$ cat src/rtl/core/cfr_pkg.sv
package cfr_pkg;

  // Configuration register indexes
  localparam int unsigned CFG_IDX_W = 3;

  typedef enum logic [CFG_IDX_W-1:0] {
    REG_START_CODE        = 3'd0,
    REG_READ_TYPE         = 3'd1,
    REG_WRITE_TYPE        = 3'd2,
    REG_BLOCK_CONFIG_TYPE = 3'd3,
    REG_BLOCK_READ_TYPE   = 3'd4
  } cfg_reg_t;

  // Register reset values
  localparam logic [7:0] START_CODE_RST        = 8'd2;
  localparam logic [7:0] READ_TYPE_RST         = 8'd0;
  localparam logic [7:0] WRITE_TYPE_RST        = 8'd1;
  localparam logic [7:0] BLOCK_CONFIG_TYPE_RST = 8'd2;
  localparam logic [7:0] BLOCK_READ_TYPE_RST   = 8'd3;

  // Frame layout
  localparam logic [9:0] HDR_BYTES = 10'd2;
  localparam logic [9:0] TRL_BYTES = 10'd2;

  // CRC-16 generator polynomial, MSB first
  localparam logic [15:0] CRC_POLY = 16'h1021;

  typedef struct packed {
    logic [7:0] start_code;
    logic [7:0] read_type;
    logic [7:0] write_type;
    logic [7:0] block_config_type;
    logic [7:0] block_read_type;
  } cfg_t;

  typedef struct packed {
    logic [7:0] frame_kind;
    logic [7:0] item_count;
    logic [7:0] first_payload;
    logic       status;
  } result_t;

  // One byte through the CRC register, eight shifts unrolled
  function automatic logic [15:0] crc16_byte(input logic [15:0] crc, input logic [7:0] b);
    logic [15:0] c;
    c = crc ^ {b, 8'h00};
    for (int i = 0; i < 8; i++) begin
      c = c[15] ? ({c[14:0], 1'b0} ^ CRC_POLY) : {c[14:0], 1'b0};
    end
    return c;
  endfunction

endpackage

$ cat src/rtl/core/cfr_if.sv
// Received byte channel
interface cfr_in_if;
  logic       valid;
  logic       ready;
  logic [7:0] rx_byte;

  modport source (output valid, output rx_byte, input ready);
  modport sink (input valid, input rx_byte, output ready);
endinterface

// Frame result channel
interface cfr_out_if;
  logic       valid;
  logic       ready;
  logic [7:0] frame_kind;
  logic [7:0] item_count;
  logic [7:0] first_payload;
  logic       status;

  modport source (output valid, output frame_kind, output item_count,
                  output first_payload, output status, input ready);
  modport sink (input valid, input frame_kind, input item_count,
                input first_payload, input status, output ready);
endinterface

// Register write channel
interface cfr_cfg_if;
  logic                           valid;
  logic                           ready;
  logic [cfr_pkg::CFG_IDX_W-1:0] reg_index;
  logic [7:0]                     wdata;

  modport source (output valid, output reg_index, output wdata, input ready);
  modport sink (input valid, input reg_index, input wdata, output ready);
endinterface

$ cat src/rtl/core/cfr_cfg_regs.sv
module cfr_cfg_regs (
  input  logic                           clk,
  input  logic                           rst_n,
  input  logic                           wr_en,
  input  logic [cfr_pkg::CFG_IDX_W-1:0] wr_index,
  input  logic [7:0]                     wr_data,
  output cfr_pkg::cfg_t                  cfg
);

  cfr_pkg::cfg_t cfg_r;
  cfr_pkg::cfg_t cfg_nxt;

  // Decode the write; indexes past the list are dropped
  always_comb begin
    cfg_nxt = cfg_r;
    if (wr_en) begin
      unique case (cfr_pkg::cfg_reg_t'(wr_index))
        cfr_pkg::REG_START_CODE:        cfg_nxt.start_code = wr_data;
        cfr_pkg::REG_READ_TYPE:         cfg_nxt.read_type = wr_data;
        cfr_pkg::REG_WRITE_TYPE:        cfg_nxt.write_type = wr_data;
        cfr_pkg::REG_BLOCK_CONFIG_TYPE: cfg_nxt.block_config_type = wr_data;
        cfr_pkg::REG_BLOCK_READ_TYPE:   cfg_nxt.block_read_type = wr_data;
        default:                        cfg_nxt = cfg_r;
      endcase
    end
  end

  always_ff @(posedge clk) begin
    if (!rst_n) begin
      cfg_r.start_code        <= cfr_pkg::START_CODE_RST;
      cfg_r.read_type         <= cfr_pkg::READ_TYPE_RST;
      cfg_r.write_type        <= cfr_pkg::WRITE_TYPE_RST;
      cfg_r.block_config_type <= cfr_pkg::BLOCK_CONFIG_TYPE_RST;
      cfg_r.block_read_type   <= cfr_pkg::BLOCK_READ_TYPE_RST;
    end else begin
      cfg_r <= cfg_nxt;
    end
  end

  assign cfg = cfg_r;

endmodule

$ cat src/rtl/core/cfr_parser.sv
module cfr_parser (
  input  logic             clk,
  input  logic             rst_n,
  input  cfr_pkg::cfg_t    cfg,
  input  logic             take,
  input  logic [7:0]       rx_byte,
  output logic             res_valid,
  output cfr_pkg::result_t res
);

  typedef enum logic [1:0] {
    ST_HUNT,
    ST_HEADER,
    ST_DATA,
    ST_TRAILER
  } state_t;

  state_t      state_r, state_nxt;
  logic [15:0] crc_r, crc_nxt;
  logic [8:0]  cnt_r, cnt_nxt;
  logic [7:0]  len_r, len_nxt;
  logic [7:0]  type_r, type_nxt;
  logic [7:0]  count_r, count_nxt;
  logic [7:0]  first_r, first_nxt;
  logic [7:0]  prev_r, prev_nxt;

  logic [8:0]  cnt_inc;
  logic [15:0] crc_upd;
  logic [7:0]  len_type;
  logic [9:0]  data_end;
  logic [9:0]  frame_end;

  // Saturating byte count
  assign cnt_inc = (cnt_r == '1) ? cnt_r : cnt_r + 9'd1;
  assign crc_upd = cfr_pkg::crc16_byte(crc_r, rx_byte);

  // Payload length from the frame type, first match wins
  always_comb begin
    priority if (type_r == cfg.read_type)         len_type = 8'd1;
    else if (type_r == cfg.write_type)        len_type = 8'd1 + {count_r[6:0], 1'b0};
    else if (type_r == cfg.block_config_type) len_type = count_r;
    else if (type_r == cfg.block_read_type)   len_type = 8'd1;
    else                                      len_type = 8'd0;
  end

  assign data_end  = cfr_pkg::HDR_BYTES + {2'b00, len_type};
  assign frame_end = cfr_pkg::HDR_BYTES + {2'b00, len_r} + cfr_pkg::TRL_BYTES;

  // Next state for one accepted byte
  always_comb begin
    state_nxt = state_r;
    crc_nxt   = crc_r;
    cnt_nxt   = cnt_r;
    len_nxt   = len_r;
    type_nxt  = type_r;
    count_nxt = count_r;
    first_nxt = first_r;
    prev_nxt  = prev_r;
    res_valid = 1'b0;
    if (take) begin
      prev_nxt = rx_byte;
      unique case (state_r)
        ST_HUNT: begin
          if (rx_byte == cfg.start_code) begin
            state_nxt = ST_HEADER;
            crc_nxt   = '0;
            cnt_nxt   = '0;
            len_nxt   = '0;
          end
        end
        ST_HEADER: begin
          if (cnt_r == '0) type_nxt = rx_byte;
          else count_nxt = rx_byte;
          cnt_nxt = cnt_inc;
          crc_nxt = crc_upd;
          if ({1'b0, cnt_inc} >= cfr_pkg::HDR_BYTES) state_nxt = ST_DATA;
        end
        ST_DATA: begin
          if ({1'b0, cnt_r} == cfr_pkg::HDR_BYTES) first_nxt = rx_byte;
          cnt_nxt = cnt_inc;
          crc_nxt = crc_upd;
          len_nxt = len_type;
          if ({1'b0, cnt_inc} >= data_end) state_nxt = ST_TRAILER;
        end
        ST_TRAILER: begin
          cnt_nxt = cnt_inc;
          if ({1'b0, cnt_inc} >= frame_end) begin
            res_valid = 1'b1;
            state_nxt = ST_HUNT;
          end
        end
      endcase
    end
  end

  // Trailer is the previous byte and this one, big-endian
  assign res.frame_kind    = type_r;
  assign res.item_count    = count_r;
  assign res.first_payload = first_r;
  assign res.status        = ({prev_r, rx_byte} != crc_r);

  always_ff @(posedge clk) begin
    if (!rst_n) begin
      state_r <= ST_HUNT;
      cnt_r   <= '0;
      len_r   <= '0;
      crc_r   <= '0;
      prev_r  <= '0;
    end else begin
      state_r <= state_nxt;
      cnt_r   <= cnt_nxt;
      len_r   <= len_nxt;
      crc_r   <= crc_nxt;
      prev_r  <= prev_nxt;
    end
  end

  // Header and payload captures are always written before use
  always_ff @(posedge clk) begin
    type_r  <= type_nxt;
    count_r <= count_nxt;
    first_r <= first_nxt;
  end

endmodule

$ cat src/rtl/core/cfr_out_reg.sv
module cfr_out_reg (
  input  logic             clk,
  input  logic             rst_n,
  input  logic             load,
  input  cfr_pkg::result_t res_in,
  input  logic             out_ready,
  output logic             out_valid,
  output cfr_pkg::result_t res_out,
  output logic             space
);

  logic             valid_r, valid_nxt;
  cfr_pkg::result_t data_r, data_nxt;

  // Room for a new result when empty or draining this cycle
  assign space = !valid_r || out_ready;

  always_comb begin
    valid_nxt = valid_r;
    data_nxt  = data_r;
    if (load) begin
      valid_nxt = 1'b1;
      data_nxt  = res_in;
    end else if (out_ready) begin
      valid_nxt = 1'b0;
    end
  end

  always_ff @(posedge clk) begin
    if (!rst_n) begin
      valid_r <= 1'b0;
    end else begin
      valid_r <= valid_nxt;
    end
  end

  always_ff @(posedge clk) begin
    data_r <= data_nxt;
  end

  assign out_valid = valid_r;
  assign res_out   = data_r;

endmodule

$ cat src/rtl/core/crc_checked_frame_receiver.sv
// Frame receiver with CRC-16/XMODEM check. One received byte is taken per clock
// cycle, with no gaps needed between bytes: the byte parser updates its phase,
// counters and CRC as each byte is taken. A frame result appears on the output
// in the cycle after the transfer of the last trailer byte and is held in the
// output register until taken. The input stalls only while that register holds a
// result and the output side is not ready. Registers are written through the cfg
// channel, which is always ready; write them only while no frame is in progress.
module crc_checked_frame_receiver (
  input  logic      clk,
  input  logic      rst_n,
  cfr_in_if.sink    in_ch,
  cfr_out_if.source out_ch,
  cfr_cfg_if.sink   cfg_ch
);

  cfr_pkg::cfg_t    cfg;
  cfr_pkg::result_t res;
  cfr_pkg::result_t res_q;
  logic             res_valid;
  logic             space;
  logic             in_take;

  // Register writes complete every cycle
  assign cfg_ch.ready = 1'b1;

  cfr_cfg_regs u_cfg_regs (
    .clk      (clk),
    .rst_n    (rst_n),
    .wr_en    (cfg_ch.valid),
    .wr_index (cfg_ch.reg_index),
    .wr_data  (cfg_ch.wdata),
    .cfg      (cfg)
  );

  // Accept a byte whenever the output register can take a result
  assign in_ch.ready = space;
  assign in_take     = in_ch.valid && space;

  cfr_parser u_parser (
    .clk       (clk),
    .rst_n     (rst_n),
    .cfg       (cfg),
    .take      (in_take),
    .rx_byte   (in_ch.rx_byte),
    .res_valid (res_valid),
    .res       (res)
  );

  cfr_out_reg u_out_reg (
    .clk       (clk),
    .rst_n     (rst_n),
    .load      (res_valid),
    .res_in    (res),
    .out_ready (out_ch.ready),
    .out_valid (out_ch.valid),
    .res_out   (res_q),
    .space     (space)
  );

  assign out_ch.frame_kind    = res_q.frame_kind;
  assign out_ch.item_count    = res_q.item_count;
  assign out_ch.first_payload = res_q.first_payload;
  assign out_ch.status        = res_q.status;

  // A new result never overwrites one still waiting
  a_no_overwrite: assert property (@(posedge clk) disable iff (!rst_n)
    res_valid |-> (!out_ch.valid || out_ch.ready))
    else $error("result loaded over a pending result");

  // A result comes only from an accepted byte
  a_result_from_take: assert property (@(posedge clk) disable iff (!rst_n)
    res_valid |-> in_take)
    else $error("result without an accepted byte");

  // A drained output with no new result goes empty
  a_drain_empties: assert property (@(posedge clk) disable iff (!rst_n)
    (out_ch.valid && out_ch.ready && !res_valid) |=> !out_ch.valid)
    else $error("output stays valid after its transfer");

endmodule
$ cat src/flat_wrapper.sv
// flat-port wrapper written by rule: the top's interface ports become plain ports
module crc_checked_frame_receiver_flat 
  (clk, rst_n, in_ch_valid, in_ch_rx_byte, in_ch_ready, out_ch_valid, out_ch_frame_kind, out_ch_item_count, out_ch_first_payload, out_ch_status, out_ch_ready, cfg_ch_valid, cfg_ch_reg_index, cfg_ch_wdata, cfg_ch_ready);
  cfr_in_if in_ch_i ();
  cfr_out_if out_ch_i ();
  cfr_cfg_if cfg_ch_i ();
  input  logic clk;
  input  logic rst_n;
  input wire logic [$bits(in_ch_i.valid)-1:0] in_ch_valid;
  input wire logic [$bits(in_ch_i.rx_byte)-1:0] in_ch_rx_byte;
  output wire logic [$bits(in_ch_i.ready)-1:0] in_ch_ready;
  output wire logic [$bits(out_ch_i.valid)-1:0] out_ch_valid;
  output wire logic [$bits(out_ch_i.frame_kind)-1:0] out_ch_frame_kind;
  output wire logic [$bits(out_ch_i.item_count)-1:0] out_ch_item_count;
  output wire logic [$bits(out_ch_i.first_payload)-1:0] out_ch_first_payload;
  output wire logic [$bits(out_ch_i.status)-1:0] out_ch_status;
  input wire logic [$bits(out_ch_i.ready)-1:0] out_ch_ready;
  input wire logic [$bits(cfg_ch_i.valid)-1:0] cfg_ch_valid;
  input wire logic [$bits(cfg_ch_i.reg_index)-1:0] cfg_ch_reg_index;
  input wire logic [$bits(cfg_ch_i.wdata)-1:0] cfg_ch_wdata;
  output wire logic [$bits(cfg_ch_i.ready)-1:0] cfg_ch_ready;
  assign in_ch_i.valid = in_ch_valid;
  assign in_ch_i.rx_byte = in_ch_rx_byte;
  assign in_ch_ready = in_ch_i.ready;
  assign out_ch_valid = out_ch_i.valid;
  assign out_ch_frame_kind = out_ch_i.frame_kind;
  assign out_ch_item_count = out_ch_i.item_count;
  assign out_ch_first_payload = out_ch_i.first_payload;
  assign out_ch_status = out_ch_i.status;
  assign out_ch_i.ready = out_ch_ready;
  assign cfg_ch_i.valid = cfg_ch_valid;
  assign cfg_ch_i.reg_index = cfg_ch_reg_index;
  assign cfg_ch_i.wdata = cfg_ch_wdata;
  assign cfg_ch_ready = cfg_ch_i.ready;
  crc_checked_frame_receiver u_core (.clk(clk), .rst_n(rst_n), .in_ch(in_ch_i), .out_ch(out_ch_i), .cfg_ch(cfg_ch_i));
endmodule
$ cat config.mk
export PLATFORM = sky130hd
export DESIGN_NAME = crc_checked_frame_receiver_flat
export DESIGN_NICKNAME = d
export VERILOG_FILES = /design/src/rtl/core/cfr_pkg.sv /design/src/rtl/core/cfr_if.sv /design/src/rtl/core/cfr_cfg_regs.sv /design/src/rtl/core/cfr_parser.sv /design/src/rtl/core/cfr_out_reg.sv /design/src/rtl/core/crc_checked_frame_receiver.sv /design/src/flat_wrapper.sv
export SDC_FILE = /design/constraint.sdc
export NUM_CORES = 1
export LEC_CHECK = 0
export BUFFER_PORTS_ARGS = -buffer_cell sky130_fd_sc_hd__buf_2
export CAP_MARGIN = 10
export CORE_ASPECT_RATIO = 0.7
export CORE_UTILIZATION = 45
export DETAILED_ROUTE_END_ITERATION = 6
export PLACE_DENSITY = 0.65
export SYNTH_ARGS = -nofsm -noshare
export SYNTH_HDL_FRONTEND = slang
export SYNTH_SLANG_ARGS = --single-unit
$ cat constraint.sdc
create_clock -name clk -period 3.25 [get_ports clk]
set_input_delay 0.4875 -clock clk [delete_from_list [all_inputs] [get_ports clk]]
set_output_delay 0.4875 -clock clk [all_outputs]
set_load 0.01 [all_outputs]
# [Word-level counts from Yosys, hierarchy flattened]
# Cells that the tools add are included.
[word_totals] word_cells=107 in_bits=24 ff_bits=133 output_inout_bits=28
[op_classes] order_cmp=3 n_mux=29 addsub=5 reduce_logical=23 eq_ne=19 bitwise_logic=10
[op_table] cell="two-way mux 13 bit" count=8
[op_table] cell="== test 8 bit" count=5
[op_table] cell="two-way mux 8 bit" count=4
[op_table] cell="case mux 16 bit (2 select lines)" count=1
[op_table] cell="NOT 3 bit" count=8
[op_table] cell="adder 2 x 8 -> 9 bit, first input constant" count=2
[op_table] cell="two-way mux 9 bit" count=2
[op_table] cell="case mux 9 bit (2 select lines)" count=1
[op_table] cell="two-way mux 16 bit" count=1
[op_table] cell="!= test 16 bit" count=1
[op_table] cell="case mux 8 bit (2 select lines)" count=1
[op_table] cell="XOR 16 bit" count=1
[op_table] cell="AND reduction 3 bit" count=5
[op_table] cell="AND reduction 2 bit" count=6
[op_table] cell="adder 9 x 2 -> 10 bit, second input constant" count=1
[op_table] cell=">= comparator 9 x 10 -> 1 bit" count=1
[op_table] cell="adder 9 x 1 -> 9 bit, second input constant" count=1
[op_table] cell="== test 9 x 2 -> 1 bit, second input constant" count=1
[op_table] cell="== test 9 bit, second input constant" count=1
[op_table] cell=">= comparator 9 x 2 -> 1 bit, second input constant" count=1
[op_table] cell=">= comparator 9 bit" count=1
[op_table] cell="logical NOT 9 bit" count=1
[op_table] cell="adder 1 x 8 -> 8 bit, first input constant" count=1
[op_table] cell="two-way mux 2 bit" count=4
[op_table] cell="other kinds (18)" count=30

# [Depth between registers and ports, before layout]
[logic_depth] depth_word=18 ltp_mapped=18 mapped_depth_nobuf=17

# [Hierarchy]
# A second synthesis with hierarchy kept.
[hier_totals] cells_unflattened=636 hier_area_um2=6786.5
[modules_own_cells] mod="cfr_parser" seq_area_each_um2=1581.5 cells_each=458 instances=1 area_per_inst_um2=4456.8
[modules_own_cells] mod="cfr_cfg_regs" seq_area_each_um2=800.8 cells_each=146 instances=1 area_per_inst_um2=1512.7
[modules_own_cells] mod="cfr_out_reg" seq_area_each_um2=770.7 cells_each=29 instances=1 area_per_inst_um2=799.5
[modules_own_cells] mod="crc_checked_frame_receiver" seq_area_each_um2=0.0 cells_each=3 instances=1 area_per_inst_um2=17.5

# [Worst setup path after synthesis]
# OpenSTA, ideal clock, no wires.
[synth_timing] kind="register to register" from="register u_core.u_parser.type_r[1]" to="register u_core.u_parser.state_r[0]" stages_incl_launch_ff=18 period_less_slack_ns=3.289 required_ns=3.127 setup_ns=0.123 t_arrival_ns=3.166 slack_ns=-0.039 path_buffers=1 cell_sequence="edfxtp_1 -> xor2_1 -> nor4_1 -> and2_1 -> buf_2 -> nor3_1 -> a32oi_1 -> inv_1 -> ha_1 -> and2_1 -> and2_1 -> xnor2_1 -> ha_1 -> o21a_1 -> o211ai_1 -> o21ai_0 -> o311a_1 -> mux2i_1"
[synth_between] elab_chain_len=9 word_cells_on_any_way=12 cone_classes="add/sub: 1; order compare: 1; eq/ne: 5; mux: 4; reduce/logical: 1"
[synth_lines] item="start, declared" line_no="cfr_parser.sv:22" text="logic [7:0] type_r, type_nxt;"
[synth_lines] item="start signal, assigned" line_no="cfr_parser.sv:120" text="type_r <= type_nxt;"
[synth_lines] item="== test 8 bit" line_no="cfr_parser.sv:42" text="else if (type_r == cfg.block_read_type) len_type = 8'd1;"
[synth_lines] item="two-way mux 1 bit" line_no="cfr_parser.sv:42"
[synth_lines] item="two-way mux 8 bit" line_no="cfr_parser.sv:41" text="else if (type_r == cfg.block_config_type) len_type = count_r;"
[synth_lines] item="two-way mux 8 bit" line_no="cfr_parser.sv:40" text="else if (type_r == cfg.write_type) len_type = 8'd1 + {count_r[6:0], 1'b0};"
[synth_lines] item="two-way mux 8 bit *" line_no="cfr_parser.sv:39" text="priority if (type_r == cfg.read_type) len_type = 8'd1;"
[synth_lines] item="adder 2 x 8 -> 9 bit *" line_no="cfr_parser.sv:46" text="assign data_end = cfr_pkg::HDR_BYTES + {2'b00, len_type};"
[synth_lines] item=">= comparator 9 bit *" line_no="cfr_parser.sv:83" text="if ({1'b0, cnt_inc} >= data_end) state_nxt = ST_TRAILER;"
[synth_lines] item="!= test 2 bit (no source line) *"
[synth_lines] item="AND reduction 5 bit (no source line) *"
[synth_lines] item="end signal, assigned" line_no="cfr_parser.sv:110" text="state_r <= state_nxt;"
[synth_lines] item="end, declared" line_no="cfr_parser.sv:18" text="state_t state_r, state_nxt;"
# Every way passes the cells marked *; elsewhere a longest branch is shown, timed or not.
# A chain may end at the register's enable or synchronous reset.

# [Final worst setup path]
[layout_timing] from="register u_core.u_parser.type_r[2]" to="register u_core.u_parser.state_r[0]"
# Same word-level chain as after synthesis.

==> results.cfg <==
[status]
outcome = finished, final reports clean

[global_routing]
overflow = 0
first_global_vias = 4852
grt_pass1_wl_mm = 26.10
antenna_found_initial = 0
grt_usage_pct = 22.99
grt_max_degree = 42

[sta]
finalCritPeriodShare_pct = 99.54
slew_viol_final = 0
fin_worst_skew_ns = 0.009279
layout_setup_ws_ns = 0.01488
final_hold_viol_count = 0
period_minus_slack_ns = 3.235
relSlewSlack_pct = 51.99
rsz0062_at_grt = true
setup_tns_ns = 0
fmax_mhz = 309.1
setup_viol = 0
worst_pin_slew_ns = 0.7153

[synthesis]
synth.distinct_cells = 49
yosys.area.top_type = dfxtp_1
ys_warn_count = 0
synth_area_leaders = dfxtp_1 25%, edfxtp_1 22%, xor2_1 9.1%, nand2_1 7.0%, a21boi_0 5.2%
synth_edf_count = 49
async_flop_share_pct = 0
synth_seq_cells = 133
netlist_area_um2 = 6609
synthTopCellsByCount = 123 x nand2_1, 84 x dfxtp_1, 69 x xor2_1, 49 x edfxtp_1, 46 x a21boi_0
syn_area_per_cell_um2 = 9.938
synthFlopType = dfxtp_1
synth_cells = 665
synth.most_common_cell = nand2_1
synth_top_area_share_pct = 25.44
synth_seq_area_share_pct = 47.71
syn-num-nets = 716

[clocking]
clk_path_buf_depth = 2
cts-root-buf = clkbuf_16
cts_tree = yes
insertion_delay_ns = 0.43
ctsHtreeMaxLevel = 4
cts_inserted_buffers = 17
clock_sinks = 133
path_clk_slew_ns = 0.06

[detailed_routing]
drt_iter0_markers = 312
vias_per_cell = 5.361
drt-pass1-iter-count = 5
vias = 5077
drt-total-wl_mm = 16.52
drc = 0
avgRoutedWirePerCell_um = 17.44
ant_nets = 0

[power]
ir_drop_mv = 0.4267
p_seq_share_pct = 44.3
power.switching_mw = 0.8588
p_per_area_nw_per_um2 = 493.4
internal_power_mw = 3.091
p_leak_nw = 3.112
p_comb_share_pct = 4.3
switching_share_pct = 21.74
power.share.clock_pct = 51.3

[setup_path]
slowest_stage = edfxtp_1
cp_common_cell = and2_1
end_kind = register
crit_type = reg -> reg
cp_top_family = simple AND/OR/NAND/NOR gates
start_kind = register
reg2reg_setup_slack_ns = 0.01
r2r_start = u_core.u_parser.type_r[2]
cp_max_fo = 7
required_ns = 3.60
worst_ep_arrival_time_ns = 3.59
path_cells = buf_6, xor2_2, nor4_4, nand2_2, buf_4, nand3_1, a21oi_2, ha_2, and2_1, and2_1, xnor2_1, ha_1, o21a_1, o211ai_1, o21ai_1, o311a_1, mux2i_1
cp-startpoint = u_core.u_parser.type_r[2]
critPathBufInv = 2
critPathMaxStageDelay_ns = 0.42

[min_path]
hp-start = cfg_ch_wdata[7]
worstHoldPathType = in -> reg

[final_layout]
n_antenna_cell = 0
fin_nets = 795
syn_to_final_growth_pct = 21.13
drive_gt1_share_pct = 19.29
fill_cells = 1242

[floorplanning]
ios = 52
core_area_um2 = 14140
die_h_um = 103.4
rows = 36
start_util_pct = 46.73
fp.dieW_um = 146.8
die_area_um2 = 15180

[place]
place.detailed.hpwl_mm = 11.90
gp_congestion = 0.9623
pre_cts_ws_ns = -0.04452
io_buffers = 50

[flow_run]
maxCapViolCount = 0
==> final timing paths <==
check | end | cells past startpoint
max reg2reg | u_core.u_parser.state_r[0] | 17
min | u_core.u_cfg_regs.cfg[7] | 3
max | u_core.u_parser.state_r[0] | 17
min reg2reg | u_core.u_out_reg.res_out[2] | 0
==> state kept, by name (all words and copies together) (netlist names) <==
signal,count
u_core.u_cfg_regs.cfg,40
u_core.u_out_reg.out_valid,1
u_core.u_out_reg.res_out,25
u_core.u_parser.cnt_r,9
u_core.u_parser.count_r,8
u_core.u_parser.crc_r,16
u_core.u_parser.first_r,8
u_core.u_parser.len_r,8
u_core.u_parser.prev_r,8
u_core.u_parser.state_r,2
u_core.u_parser.type_r,8
==> through the flow <==
stage	instance area, um2	hold slack (ns)	cells	util (%)	power (mW)
2_1_floorplan	6611	0.4003	665	-	1.882
3_3_place_gp	7237	0.4073	910	51.17	1.949
5_1_grt	8005	0.3615	947	56.60	4.083
4_1_cts	7896	0.3529	944	55.83	3.981
3_5_place_dp	7237	0.4063	910	51.17	1.953
6_report	8005	0.3626	947	56.60	3.950
==> repair_timing <==
item,CTS,global route
hold buffers,0,0
gates resized for setup,3,15
pin swaps,2,6
setup endpoints to repair,2,27
setup buffers,2,2
==> layout make-up <==
cell class	count	area [um2]	area share, %
multi-input cells	493	3393	42.39
flip-flops and latches	133	3154	39.40
repair buffers	87	548.0	6.846
clock buffers	18	429.2	5.361
well taps	190	237.7	2.970
clock inverters	14	197.7	2.470
inverters	12	45.04	0.5627
==> power groups by stage <==
stage	sequential, mW	combinational, mW	clock (mW)
finish	1.75	0.171	2.03
CTS	1.75	0.169	2.06
detailed placement	1.79	0.167	0
global placement	1.79	0.164	0
floorplan	1.78	0.100	0
global route	1.75	0.185	2.15
==> layer usage <==
metal	global-route usage [%]	vias up	wire length (um)
met1	33.55	2399	8371
met5	0	-	0
met4	6.490	0	201
li1	-	2483	-
met3	6.842	23	1170
met2	32.70	172	6774
==> worst reg2reg max path: cells and delay by family, from the launching register on <==
| kind | cells | cell delay (ns) |
|---|---|---|
| DFF | 1 | 0.42 |
| buffers and inverters | 2 | 0.34 |
| muxes | 1 | 0.19 |
| and+or+nand+nor | 5 | 0.85 |
| AOI/OAI and AO/OA | 5 | 0.63 |
| xor gates and xnor gates | 2 | 0.28 |
| adders and majority gates | 2 | 0.46 |
==> logic make-up after synthesis <==
group / synth area share [%]
XOR/XNOR: 12.06
adder cells (fa/ha/maj): 5.112
buffers and inverters: 2.423
AO/OA/AOI/OAI: 13.57
other: 0.05674
multiplexers: 0.6815
AND/OR/NAND/NOR: 18.38
flip-flops: 47.71
==> cell usage in the layout, fill, tap and decap left out, drive strengths merged, types with 2 or more instances in the layout <==
cell        n
nand3      29
bufinv      4
a21o        6
a31oi       4
clkbuf     18
a211oi      4
clkinvlp    2
dfxtp      84
o211ai      2
xor2       69
a32o        2
ha         27
nand4       5
a21oi      10
nor3        4
mux2i       3
nor2b      33
xnor2      22
nor2       11
nand2b      3
nand2     125
o21ai       8
or2         4
inv        16
nor4       14
a32oi       2
o21a        6
and3       10
edfxtp     49
buf        87
clkinv      4
a21boi     46
a22oi      29
and2        6
Note: power is estimated with default switching activity, not from simulation.
